[src/design/ble_pkg.sv]
// Package for the bounded list engine: sizes, operation and status codes,
// controller state encoding and the statistics control bundle.
// No dependencies; every other design file refers to it by scoped names.
`timescale 1ns / 1ps

package ble_pkg;

  localparam int DEPTH  = 64;
  localparam int DATA_W = 32;
  localparam int OP_W   = 3;
  localparam int POS_W  = 7;
  localparam int STAT_W = 2;
  localparam int ADDR_W = $clog2(DEPTH);
  localparam int CNT_W  = $clog2(DEPTH + 1);
  // Width that holds both a position and a count plus one, for clamping.
  localparam int CMP_W  = ((POS_W > CNT_W) ? POS_W : CNT_W) + 1;

  typedef enum logic [OP_W-1:0] {
    OP_INSERT = 3'd0,
    OP_PUSH   = 3'd1,
    OP_REMOVE = 3'd2,
    OP_DROP   = 3'd3,
    OP_CLEAR  = 3'd4,
    OP_QUERY  = 3'd5
  } op_t;

  typedef enum logic [STAT_W-1:0] {
    STAT_OK    = 2'd0,
    STAT_FULL  = 2'd1,
    STAT_EMPTY = 2'd2
  } status_t;

  typedef enum logic [3:0] {
    ST_IDLE,
    ST_INS_RD,
    ST_INS_WR,
    ST_RM_RD,
    ST_RM_WR,
    ST_DR_RD,
    ST_DR_WR,
    ST_SCAN,
    ST_DONE
  } state_t;

  typedef struct packed {
    logic clr;
    logic vld;
  } stats_ctl_t;

endpackage

[src/design/ble_ram.sv]
// Entry store of the bounded list engine: one write port, one read port,
// registered read data. Sizes come from ble_pkg.
`timescale 1ns / 1ps

module ble_ram (
  input  logic                       clk,
  input  logic                       we,
  input  logic [ble_pkg::ADDR_W-1:0] waddr,
  input  logic [ble_pkg::DATA_W-1:0] wdata,
  input  logic [ble_pkg::ADDR_W-1:0] raddr,
  output logic [ble_pkg::DATA_W-1:0] rdata
);

  logic [ble_pkg::DATA_W-1:0] mem [ble_pkg::DEPTH];
  logic [ble_pkg::DATA_W-1:0] rdata_r;

  always_ff @(posedge clk) begin
    if (we) begin
      mem[waddr] <= wdata;
    end
  end

  always_ff @(posedge clk) begin
    rdata_r <= mem[raddr];
  end

  assign rdata = rdata_r;

endmodule

[src/design/ble_stats.sv]
// Statistics unit: two signed compares fold each scanned entry into top,
// bottom, maximum and the greater-than count. Uses ble_pkg.
`timescale 1ns / 1ps

module ble_stats (
  input  logic                              clk,
  input  logic                              rst_n,
  input  ble_pkg::stats_ctl_t               ctl,
  input  logic signed [ble_pkg::DATA_W-1:0] rdata,
  input  logic signed [ble_pkg::DATA_W-1:0] ref_val,
  output logic signed [ble_pkg::DATA_W-1:0] top_value,
  output logic signed [ble_pkg::DATA_W-1:0] bottom_value,
  output logic signed [ble_pkg::DATA_W-1:0] max_value,
  output logic        [ble_pkg::CNT_W-1:0]  greater_count
);

  logic signed [ble_pkg::DATA_W-1:0] top_r, top_nxt;
  logic signed [ble_pkg::DATA_W-1:0] bot_r, bot_nxt;
  logic signed [ble_pkg::DATA_W-1:0] max_r, max_nxt;
  logic        [ble_pkg::CNT_W-1:0]  gt_r, gt_nxt;
  logic                              seen_r, seen_nxt;

  always_comb begin
    top_nxt  = top_r;
    bot_nxt  = bot_r;
    max_nxt  = max_r;
    gt_nxt   = gt_r;
    seen_nxt = seen_r;
    if (ctl.clr) begin
      top_nxt  = '0;
      bot_nxt  = '0;
      max_nxt  = '0;
      gt_nxt   = '0;
      seen_nxt = 1'b0;
    end else if (ctl.vld) begin
      bot_nxt  = rdata;
      seen_nxt = 1'b1;
      // The first entry seeds both the top and the running maximum.
      if (!seen_r) begin
        top_nxt = rdata;
        max_nxt = rdata;
      end else if (rdata > max_r) begin
        max_nxt = rdata;
      end
      if (rdata > ref_val) begin
        gt_nxt = gt_r + ble_pkg::CNT_W'(1);
      end
    end
  end

  always_ff @(posedge clk) begin
    if (!rst_n) begin
      seen_r <= 1'b0;
      gt_r   <= '0;
    end else begin
      seen_r <= seen_nxt;
      gt_r   <= gt_nxt;
    end
  end

  always_ff @(posedge clk) begin
    top_r <= top_nxt;
    bot_r <= bot_nxt;
    max_r <= max_nxt;
  end

  assign top_value     = top_r;
  assign bottom_value  = bot_r;
  assign max_value     = max_r;
  assign greater_count = gt_r;

endmodule

[src/design/ble_ctrl.sv]
// Sequencer of the bounded list engine: walks the entry store to shift,
// compact or scan it, and keeps the entry count. Uses ble_pkg.
`timescale 1ns / 1ps

module ble_ctrl (
  input  logic                              clk,
  input  logic                              rst_n,
  input  logic                              start,
  input  logic [ble_pkg::OP_W-1:0]          operation,
  input  logic signed [ble_pkg::DATA_W-1:0] value,
  input  logic [ble_pkg::POS_W-1:0]         position,
  output logic                              busy,
  output logic                              done,
  output logic [ble_pkg::STAT_W-1:0]        status,
  output logic [ble_pkg::CNT_W-1:0]         entry_count,
  output logic signed [ble_pkg::DATA_W-1:0] ref_val,
  output logic                              mem_we,
  output logic [ble_pkg::ADDR_W-1:0]        mem_waddr,
  output logic [ble_pkg::DATA_W-1:0]        mem_wdata,
  output logic [ble_pkg::ADDR_W-1:0]        mem_raddr,
  input  logic [ble_pkg::DATA_W-1:0]        mem_rdata,
  output ble_pkg::stats_ctl_t               stats_ctl
);

  ble_pkg::state_t                    state_r, state_nxt;
  ble_pkg::status_t                   status_r, status_nxt;
  logic [ble_pkg::CNT_W-1:0]          occ_r, occ_nxt;
  logic [ble_pkg::CNT_W-1:0]          cur_r, cur_nxt;
  logic [ble_pkg::CNT_W-1:0]          wr_r, wr_nxt;
  logic [ble_pkg::ADDR_W-1:0]         tgt_r, tgt_nxt;
  logic signed [ble_pkg::DATA_W-1:0]  val_r, val_nxt;
  logic                               pend_r, pend_nxt;

  logic [ble_pkg::CNT_W-1:0]          cur_m1;
  logic [ble_pkg::CMP_W-1:0]          pos_one;
  logic [ble_pkg::CMP_W-1:0]          occ_p1;
  logic [ble_pkg::CMP_W-1:0]          pos_clamp;
  logic [ble_pkg::CMP_W-1:0]          pos_m1;

  assign cur_m1    = cur_r - ble_pkg::CNT_W'(1);
  // Position zero means the top; anything past the end appends.
  assign pos_one   = (position == '0) ? ble_pkg::CMP_W'(1) : ble_pkg::CMP_W'(position);
  assign occ_p1    = ble_pkg::CMP_W'(occ_r) + ble_pkg::CMP_W'(1);
  assign pos_clamp = (pos_one > occ_p1) ? occ_p1 : pos_one;
  assign pos_m1    = pos_clamp - ble_pkg::CMP_W'(1);

  always_comb begin
    state_nxt  = state_r;
    status_nxt = status_r;
    occ_nxt    = occ_r;
    cur_nxt    = cur_r;
    wr_nxt     = wr_r;
    tgt_nxt    = tgt_r;
    val_nxt    = val_r;
    pend_nxt   = 1'b0;
    mem_we     = 1'b0;
    mem_waddr  = cur_r[ble_pkg::ADDR_W-1:0];
    mem_wdata  = mem_rdata;
    mem_raddr  = cur_r[ble_pkg::ADDR_W-1:0];
    stats_ctl  = '0;

    case (state_r)
      ble_pkg::ST_IDLE: begin
        if (start) begin
          stats_ctl.clr = 1'b1;
          val_nxt       = value;
          status_nxt    = ble_pkg::STAT_OK;
          cur_nxt       = '0;
          wr_nxt        = '0;
          state_nxt     = ble_pkg::ST_SCAN;
          case (operation)
            ble_pkg::OP_INSERT, ble_pkg::OP_PUSH: begin
              if (occ_r >= ble_pkg::CNT_W'(ble_pkg::DEPTH)) begin
                status_nxt = ble_pkg::STAT_FULL;
              end else begin
                tgt_nxt   = (operation == ble_pkg::OP_PUSH) ? '0
                                                            : pos_m1[ble_pkg::ADDR_W-1:0];
                cur_nxt   = occ_r;
                state_nxt = ble_pkg::ST_INS_RD;
              end
            end
            ble_pkg::OP_REMOVE: begin
              state_nxt = ble_pkg::ST_RM_RD;
            end
            ble_pkg::OP_DROP: begin
              if (occ_r == '0) begin
                status_nxt = ble_pkg::STAT_EMPTY;
              end else begin
                cur_nxt   = ble_pkg::CNT_W'(1);
                state_nxt = ble_pkg::ST_DR_RD;
              end
            end
            ble_pkg::OP_CLEAR: begin
              occ_nxt = '0;
            end
            default: begin
            end
          endcase
        end
      end

      // Shift entries one place down from the bottom to the insert point.
      ble_pkg::ST_INS_RD: begin
        if (cur_r > ble_pkg::CNT_W'(tgt_r)) begin
          mem_raddr = cur_m1[ble_pkg::ADDR_W-1:0];
          state_nxt = ble_pkg::ST_INS_WR;
        end else begin
          mem_we    = 1'b1;
          mem_waddr = tgt_r;
          mem_wdata = val_r;
          occ_nxt   = occ_r + ble_pkg::CNT_W'(1);
          cur_nxt   = '0;
          state_nxt = ble_pkg::ST_SCAN;
        end
      end

      ble_pkg::ST_INS_WR: begin
        mem_we    = 1'b1;
        mem_waddr = cur_r[ble_pkg::ADDR_W-1:0];
        cur_nxt   = cur_m1;
        state_nxt = ble_pkg::ST_INS_RD;
      end

      // Compact in place: the write pointer never passes the read pointer.
      ble_pkg::ST_RM_RD: begin
        if (cur_r < occ_r) begin
          state_nxt = ble_pkg::ST_RM_WR;
        end else begin
          occ_nxt   = wr_r;
          cur_nxt   = '0;
          state_nxt = ble_pkg::ST_SCAN;
        end
      end

      ble_pkg::ST_RM_WR: begin
        if (mem_rdata != val_r) begin
          mem_we    = 1'b1;
          mem_waddr = wr_r[ble_pkg::ADDR_W-1:0];
          wr_nxt    = wr_r + ble_pkg::CNT_W'(1);
        end
        cur_nxt   = cur_r + ble_pkg::CNT_W'(1);
        state_nxt = ble_pkg::ST_RM_RD;
      end

      ble_pkg::ST_DR_RD: begin
        if (cur_r < occ_r) begin
          state_nxt = ble_pkg::ST_DR_WR;
        end else begin
          occ_nxt   = occ_r - ble_pkg::CNT_W'(1);
          cur_nxt   = '0;
          state_nxt = ble_pkg::ST_SCAN;
        end
      end

      ble_pkg::ST_DR_WR: begin
        mem_we    = 1'b1;
        mem_waddr = cur_m1[ble_pkg::ADDR_W-1:0];
        cur_nxt   = cur_r + ble_pkg::CNT_W'(1);
        state_nxt = ble_pkg::ST_DR_RD;
      end

      // One read issued per cycle; the data arrives in the cycle after.
      ble_pkg::ST_SCAN: begin
        stats_ctl.vld = pend_r;
        if (cur_r < occ_r) begin
          cur_nxt  = cur_r + ble_pkg::CNT_W'(1);
          pend_nxt = 1'b1;
        end else if (!pend_r) begin
          state_nxt = ble_pkg::ST_DONE;
        end
      end

      ble_pkg::ST_DONE: begin
        state_nxt = ble_pkg::ST_IDLE;
      end

      default: begin
        state_nxt = ble_pkg::ST_IDLE;
      end
    endcase
  end

  always_ff @(posedge clk) begin
    if (!rst_n) begin
      state_r <= ble_pkg::ST_IDLE;
      occ_r   <= '0;
      pend_r  <= 1'b0;
    end else begin
      state_r <= state_nxt;
      occ_r   <= occ_nxt;
      pend_r  <= pend_nxt;
    end
  end

  always_ff @(posedge clk) begin
    status_r <= status_nxt;
    cur_r    <= cur_nxt;
    wr_r     <= wr_nxt;
    tgt_r    <= tgt_nxt;
    val_r    <= val_nxt;
  end

  assign busy        = (state_r != ble_pkg::ST_IDLE);
  assign done        = (state_r == ble_pkg::ST_DONE);
  assign status      = status_r;
  assign entry_count = occ_r;
  assign ref_val     = val_r;

endmodule

[src/design/bounded_list_engine_core.sv]
// Bounded list engine: ordered list of up to DEPTH signed words with insert,
// push, remove-all, drop, clear and query; one result per command.
// Each command first shifts, compacts or examines entries as needed, then scans the
// list to rebuild the statistics and finally raises the result strobe.
// Busy stays high until the strobe ends; the receiver cannot stall the strobe.
// Reset empties the list at once; store contents are not cleared.
`timescale 1ns / 1ps

module bounded_list_engine_core (
  input  logic                              clk,
  input  logic                              rst_n,
  input  logic                              start,
  output logic                              busy,
  input  logic [ble_pkg::OP_W-1:0]          in_operation,
  input  logic signed [ble_pkg::DATA_W-1:0] in_value,
  input  logic [ble_pkg::POS_W-1:0]         in_position,
  output logic                              out_valid,
  output logic [ble_pkg::STAT_W-1:0]        out_status,
  output logic [ble_pkg::CNT_W-1:0]         out_entry_count,
  output logic signed [ble_pkg::DATA_W-1:0] out_top_value,
  output logic signed [ble_pkg::DATA_W-1:0] out_bottom_value,
  output logic signed [ble_pkg::DATA_W-1:0] out_max_value,
  output logic [ble_pkg::CNT_W-1:0]         out_greater_count
);

  logic                              mem_we;
  logic [ble_pkg::ADDR_W-1:0]        mem_waddr;
  logic [ble_pkg::DATA_W-1:0]        mem_wdata;
  logic [ble_pkg::ADDR_W-1:0]        mem_raddr;
  logic [ble_pkg::DATA_W-1:0]        mem_rdata;
  logic signed [ble_pkg::DATA_W-1:0] ref_val;
  ble_pkg::stats_ctl_t               stats_ctl;

  ble_ctrl u_ctrl (
    .clk         (clk),
    .rst_n       (rst_n),
    .start       (start),
    .operation   (in_operation),
    .value       (in_value),
    .position    (in_position),
    .busy        (busy),
    .done        (out_valid),
    .status      (out_status),
    .entry_count (out_entry_count),
    .ref_val     (ref_val),
    .mem_we      (mem_we),
    .mem_waddr   (mem_waddr),
    .mem_wdata   (mem_wdata),
    .mem_raddr   (mem_raddr),
    .mem_rdata   (mem_rdata),
    .stats_ctl   (stats_ctl)
  );

  ble_ram u_ram (
    .clk   (clk),
    .we    (mem_we),
    .waddr (mem_waddr),
    .wdata (mem_wdata),
    .raddr (mem_raddr),
    .rdata (mem_rdata)
  );

  ble_stats u_stats (
    .clk           (clk),
    .rst_n         (rst_n),
    .ctl           (stats_ctl),
    .rdata         (mem_rdata),
    .ref_val       (ref_val),
    .top_value     (out_top_value),
    .bottom_value  (out_bottom_value),
    .max_value     (out_max_value),
    .greater_count (out_greater_count)
  );

  // A command is taken only when idle and keeps the engine busy after.
  a_start_busy: assert property (@(posedge clk) disable iff (!rst_n)
    start && !busy |=> busy)
    else $error("accepted transaction did not raise busy");

  // Results are single-cycle strobes followed by a return to idle.
  a_single_result: assert property (@(posedge clk) disable iff (!rst_n)
    out_valid |=> !out_valid && !busy)
    else $error("result strobe longer than one cycle");

  // A rejected insert only happens on a full list.
  a_full_count: assert property (@(posedge clk) disable iff (!rst_n)
    out_valid && out_status == ble_pkg::STAT_FULL
      |-> out_entry_count == ble_pkg::CNT_W'(ble_pkg::DEPTH))
    else $error("full status with list not full");

  // An empty list reports zero statistics.
  a_empty_stats: assert property (@(posedge clk) disable iff (!rst_n)
    out_valid && out_entry_count == '0
      |-> out_greater_count == '0 && out_max_value == '0 && out_top_value == '0)
    else $error("empty list reported nonzero statistics");

  // The list never grows past its capacity and the greater-than count never exceeds the entry count.
  a_count_bound: assert property (@(posedge clk) disable iff (!rst_n)
    out_valid |-> out_entry_count <= ble_pkg::CNT_W'(ble_pkg::DEPTH)
      && out_greater_count <= out_entry_count)
    else $error("count out of range");

endmodule

[config.mk]
export PLATFORM = sky130hd
export DESIGN_NAME = bounded_list_engine_core
export DESIGN_NICKNAME = d
export VERILOG_FILES = /design/src/design/ble_pkg.sv /design/src/design/ble_ram.sv /design/src/design/ble_stats.sv /design/src/design/ble_ctrl.sv /design/src/design/bounded_list_engine_core.sv
export SDC_FILE = /design/constraint.sdc
export NUM_CORES = 2
export LEC_CHECK = 0
export BUFFER_PORTS_ARGS = -buffer_cell sky130_fd_sc_hd__buf_2
export CAP_MARGIN = 10
export CORE_UTILIZATION = 40
export CTS_BUF_LIST = sky130_fd_sc_hd__clkbuf_4 sky130_fd_sc_hd__clkbuf_8
export DETAILED_ROUTE_END_ITERATION = 7
export GPL_TIMING_DRIVEN = 0
export PLACE_DENSITY_LB_ADDON = 0.15
export RECOVER_POWER = 25
export SYNTH_ARGS = -nofsm -noshare
export SYNTH_HDL_FRONTEND = slang
export SYNTH_SLANG_ARGS = --single-unit
[constraint.sdc]
create_clock -name clk -period 7 [get_ports clk]
set_input_delay 0.7 -clock clk [delete_from_list [all_inputs] [get_ports clk]]
set_output_delay 0.7 -clock clk [all_outputs]
set_load 0.02 [all_outputs]
# After elaboration in Yosys (flattened, before gate mapping)
# Memories as Yosys holds them, arrays and structs flattened. A register that Yosys moved wholly into a read port is not among the register bits.
# Index checks and enable logic that the tools add are counted.
# Widths: inputs -> output; s select.
# totals
inputBits,45
reg_bits,170
elab_cells,128
ramBits,2048
memories,1
# mem_list
name,words,word_bits,rd,rd_ports_with_merged_regs,wr,line,rtl
u_ram.mem,64,32,1,1,1,ble_ram.sv:14,logic [ble_pkg::DATA_W-1:0] mem [ble_pkg::DEPTH];
# op_classes
n_lt_le_gt_ge,6
eq_ne,24
muxes,50
reduce_logical,23
n_bitwise,3
add_sub_neg,8
# ops
operator,count
$mux 32,4
$mux 7,13
$gt 32x32->1,2
$pmux 7 s6,1
$ne 32x32->1,1
$pmux 4 s8,1
$mux 6,5
$add 7x1->7 const B,4
$pmux 7 s2,2
$pmux 7 s4,1
$ne 2x2->1 const B,9
$pmux 6 s3,1
$eq 4x3->1 const B,4
$logic_not 7->1,2
$sub 7x1->7 const B,2
$mux 4,3
$pmux 4 s3,1
$mux 1,11
$reduce_and 2->1,5
$reduce_or 2->1,5
$add 7x1->8 const B,1
$eq 4x2->1 const B,2
$gt 7x8->1,1
$reduce_bool 4->1,2
other kinds (23),31

# Depth between registers and ports, before layout
# logic_depth
word_depth,5
depth_mapped,20
mapped_depth_nobuf,16

# By module
# Synthesis repeated with hierarchy kept, for this count alone.
# hier_totals
cells_unflattened,4572
area_unflattened_um2,89243.1
# modules_own_cells
module,area_per_inst_um2,cells_per_inst,n_inst
ble_ram,78515.3,3324,1
ble_stats,5619.1,658,1
ble_ctrl,5108.6,590,1

# Worst setup path before layout
# Ideal clock, no wire load.
# synth_timing
path_type,flip-flop to flip-flop
from,reg u_ctrl.cur_r[0] (netlist bit)
to,"mem u_ram.mem[0][0] (netlist bit), data pin"
arrival_time_ns,5.543
stages_incl_launch_ff,15
path_buffers,7
path_slack_ns,0.755
setup_ns,0.702
cell_sequence,edfxtp_1 > clkbuf_1 > inv_1 > clkbuf_1 > clkbuf_1 > clkbuf_1 > buf_1 > ha_1 > nand4_1 > o22ai_1 > a21oi_1 > nor3_1 > clkbuf_1 > clkbuf_1 > o21ai_0
# synth_via
elab_chain_len,3
# synth_rtl
item,line,rtl
start: declaration,ble_ctrl.sv:28,"logic [ble_pkg::CNT_W-1:0] cur_r, cur_nxt;"
start signal: assignment,ble_ctrl.sv:197,cur_r <= cur_nxt;
$gt 7x6->1,ble_ctrl.sv:104,if (cur_r > ble_pkg::CNT_W'(tgt_r)) begin
$mux 32,ble_ctrl.sv:104,
$mux 32,ble_ctrl.sv:62,case (state_r)
"named net mem_wdata, one bit",bounded_list_engine_core.sv:28,logic [ble_pkg::DATA_W-1:0] mem_wdata;
end: declaration,ble_ram.sv:14,
# The timed path passes the listed nets, and every way through them passes these cells.

# Worst setup path after layout
# layout_timing
from,reg u_ctrl.cur_r[0] (netlist bit)
to,"reg u_ram.rdata_r (netlist bit u_ram.rdata[25]), read port of u_ram.mem"
# layout_via
elab_chain_len,3
elab_cells_between_ends,4
# layout_rtl
item,line,rtl
$sub 7x1->7 or $gt 7x6->1 (tied branches),"ble_ctrl.sv:40, ble_ctrl.sv:104",
$mux 6,ble_ctrl.sv:104,
$mux 6 (*),ble_ctrl.sv:62,
end: declaration,ble_ram.sv:15,logic [ble_pkg::DATA_W-1:0] rdata_r;
# Every way passes the cells marked *; elsewhere a longest branch is shown, timed or not.
# A chain may end at the register's enable or synchronous reset.

==> results.md <==
* Max Slew Vio Count at 661
* Failing checks: DRC, capacitance limit, slew limit, setup timing
* Mean Syn Cell Area at between 10 and 15 µm²
* Area grow syn2layout at 16.16%
* Initial antenna violation count at 46
* Synth Warn # at 0
* First-pass GRT wire length at between 500000 and 600000 µm
* Total track usage at a little under a third
* Pwr/cell area at between 500 and 600 nW/µm²
* Num CTS Buffers at 389
* Post-Syn Area at 103900 µm²
* Clock Sinks at 2250
* Cell taking the most area after synthesis: edfxtp_1
* Most common cell in the netlist: edfxtp_1
* WP depth at 18
* Crit Path Max Fanout at 11
* IO Port Bufs at roughly 160
* Crit path to: u_ram.rdata[25]
* Crit path cell chain: clkbuf_2 -> clkinvlp_4 -> buf_12 -> clkbuf_2 -> buf_4 -> ha_1 -> nor2b_1 -> o31ai_1 -> a211oi_2 -> buf_4 -> o21ai_1 -> clkdlybuf4s15_1 -> clkbuf_1 -> o22ai_1 -> nor3_1 -> o21ai_0 -> a31oi_1 -> or4_1
* Outcome: complete, but fails checks
* Die height at 511.5 µm
* CP Buf/Inv Count at 8
* Design Power at between 60 and 70 mW
* F_max at about 140 MHz
* Detailed Routing Iterations Pass 1 at 8
* Biggest cell delay along the critical path at between 800 and 900 ps
* CTS H-tree lvls at 5
* DRT iter0 DRCs at 11840
* Crit path arrival time at between 8000 and 9000 ps
* Relative slew slack at -82.22%
* Core Area at approximately 260000 µm²
* Initial cell density of the core at between 40% and 50%
* Via density per instance at 6.513
* Largest net degree at the start of global routing at 65
* EDFF count, synth at roughly 2100
* Worst Hold Class: in2reg
* R2r endpoint: u_ram.rdata[25]
* Tmin final at 7157 ps
* Share of layout cells above drive strength 1 at between 10% and 20%
* Die W at just over 500 µm
* Synth top area cells: edfxtp_1 61%, mux2i_1 10%, o22ai_1 6.4%
* Drt wl/cell at around 35 µm
* CP startpoint kind: flip-flop
* Net count after synthesis at ~7500
* Final setup fails at 58
* Number of global-route vias before repair at around 74000
* Skew-Pair Late Insertion Delay at 1060 ps
* Setup slack, reg-to-reg at -160 ps
* Reg2reg start: u_ctrl.cur_r[0]
* Least-Margin Pin Slew at around 2700 ps
* Final number of hold-violating endpoints at 0
* Proportion of netlist area held by the largest area contributor at between 60% and 70%
* Final period utilization at 102.2%
* CTS Buffer Depth at 4
* Req. time, crit path at ~7900 ps
* Max IR drop VDD at 0.3002 mV
* Clock slew at reported path FFs at approximately 60 ps
* Rows at 186
* RSZ-0062 raised after global routing: no
* P_leak at just under 40 nW
* Async SR Flop Fraction at 0%
* Post-synthesis instance total at 7402
* Remaining global-route overflow at 0
* Num ports at approximately 160
* Clk root buf: clkbuf_8
* Synth unique cells at a little under 80
* Clock skew at ~95 ps
* Ys flop type: edfxtp_1
* Commonest cells in the netlist: 2102 x edfxtp_1, 1066 x o22ai_1, 1061 x mux2i_1, 523 x nor3_1, 399 x clkbuf_1
* Antenna Violating Nets Remaining at 0
* Worst setup startpoint: u_ctrl.cur_r[0]
* DP HPWL at roughly 280000 µm
* Worst setup EP type: flip-flop
* CP top delay family: buffers and inverters
* Seq/Total Area, Yosys at a little under two thirds
* Drc violations at 6
* Post-Route WL at about 410000 µm
* Via count at ~77000
* Die area at 261700 µm²
* Gpl congestion at 0.9445
* Total of max-cap violations at 25
* Nets at 8329
* #FFs+latches synth at about 2300
* Setup WS post-layout at -157.1 ps
* Worst reg2reg path depth at 18
* TNS Setup at -1895 ps
* CTS tree: built
* Critical path class: reg2reg
* Slowest-stage cell, CP: clkdlybuf4s15_1
-- state kept, by name (all words and copies together) (netlist names), 2 cells and up --
name / flops
u_stats.greater_count: 7
u_ctrl.status: 2
u_ram.mem: 2048
u_ctrl.tgt_r: 6
u_stats.max_value: 32
u_ctrl.state_r: 4
u_ram.rdata: 32
u_stats.bottom_value: 32
u_stats.top_value: 32
u_ctrl.ref_val: 32
u_ctrl.entry_count: 7
u_ctrl.cur_r: 7
u_ctrl.wr_r: 7
-- layout make-up --
cell class,instances,area [µm²]
clock inverters,159,996.0
multi-input cells,4450,35620
flip-flops and latches,2250,66080
fillers,22880,136800
well taps,3384,4234
clock buffers,531,6526
diodes,16,40.04
inverters,113,427.9
plain buffers,586,2409
repair buffers,398,4300
-- cells by family (layout without fill, tap and decap cells) --
| family | Yosys count | count (layout) | share of synthesized area [%] |
|---|---|---|---|
| and+or+nand+nor | 1159 | 1159 | 5.413 |
| buffers and inverters | 702 | 1787 | 2.716 |
| AOI/OAI and AO/OA | 1863 | 1863 | 11.52 |
| xor gates and xnor gates | 23 | 23 | 0.1940 |
| adders and majority gates | 96 | 96 | 1.164 |
| muxes | 1309 | 1309 | 15.37 |
| DFF | 2250 | 2250 | 63.63 |
| other | 0 | 16 | 0 |
-- where the power goes --
part | total [mW] | internal, mW | switching (mW) | leakage (nW)
combinational | 30.3 | 9.15 | 21.2 | 15.4
clock | 12.0 | 6.39 | 5.62 | 3.98
sequential | 19.0 | 18.3 | 0.677 | 20.3
total | 61.3 | 33.8 | 27.5 | 39.7
-- through the flow --
stage	std cells	util [%]	setup slack (ps)	instance area (µm²)	hold WS, ps
3_3_place_gp	10940	42.30	-9497	108900	440.2
3_5_place_dp	11070	43.63	-3352	112300	445.5
5_1_grt	11870	46.86	3.030	120600	54.69
4_1_cts	11810	46.79	3.744	120400	0.7903
6_report	11890	46.87	-157.1	120600	66.13
2_1_floorplan	7402	-	755.2	103900	445.1
-- metal layers --
layer / routed length (µm) / global-route usage (%) / vias up
li1: - / - / 31760
met1: 160200 / 40.73 / 39380
met2: 180800 / 45.86 / 5159
met3: 50100 / 8.345 / 1091
met4: 22510 / 15.17 / 36
met5: 242 / 0 / -
-- placed cells by master, fill, tap and decap left out, drive strengths merged, types with 171 or more instances in the layout --
cell type  instances
buf              411
clkbuf          1070
edfxtp          2102
mux2i           1061
mux4             226
nand2            246
nor2             171
nor3             523
o21ai            256
o22ai           1066
-- worst min-delay path by stage --
stage                              start                       to  cells past startpoint
floorplan                 u_ram.rdata[0]  u_stats.bottom_value[0]                      2
global placement    u_stats.top_value[8]     u_stats.top_value[8]                      2
detailed placement  u_stats.top_value[0]     u_stats.top_value[0]                      2
CTS                      in_operation[1]         u_ctrl.status[0]                      2
global route             in_operation[1]         u_ctrl.status[0]                      2
finish                   in_operation[1]         u_ctrl.status[0]                      2
-- what timing repair did --
action / CTS / global route
gates cloned: 0 / 0
gates resized for setup: 17 / 29
hold endpoints to repair: 35 / 0
hold buffers: 33 / 0
buffers inserted: 17 / 57
pin swaps: 9 / 23
endpoints found under the setup margin: 4145 / 651
No activity file was read; power rests on OpenSTA's default activity.
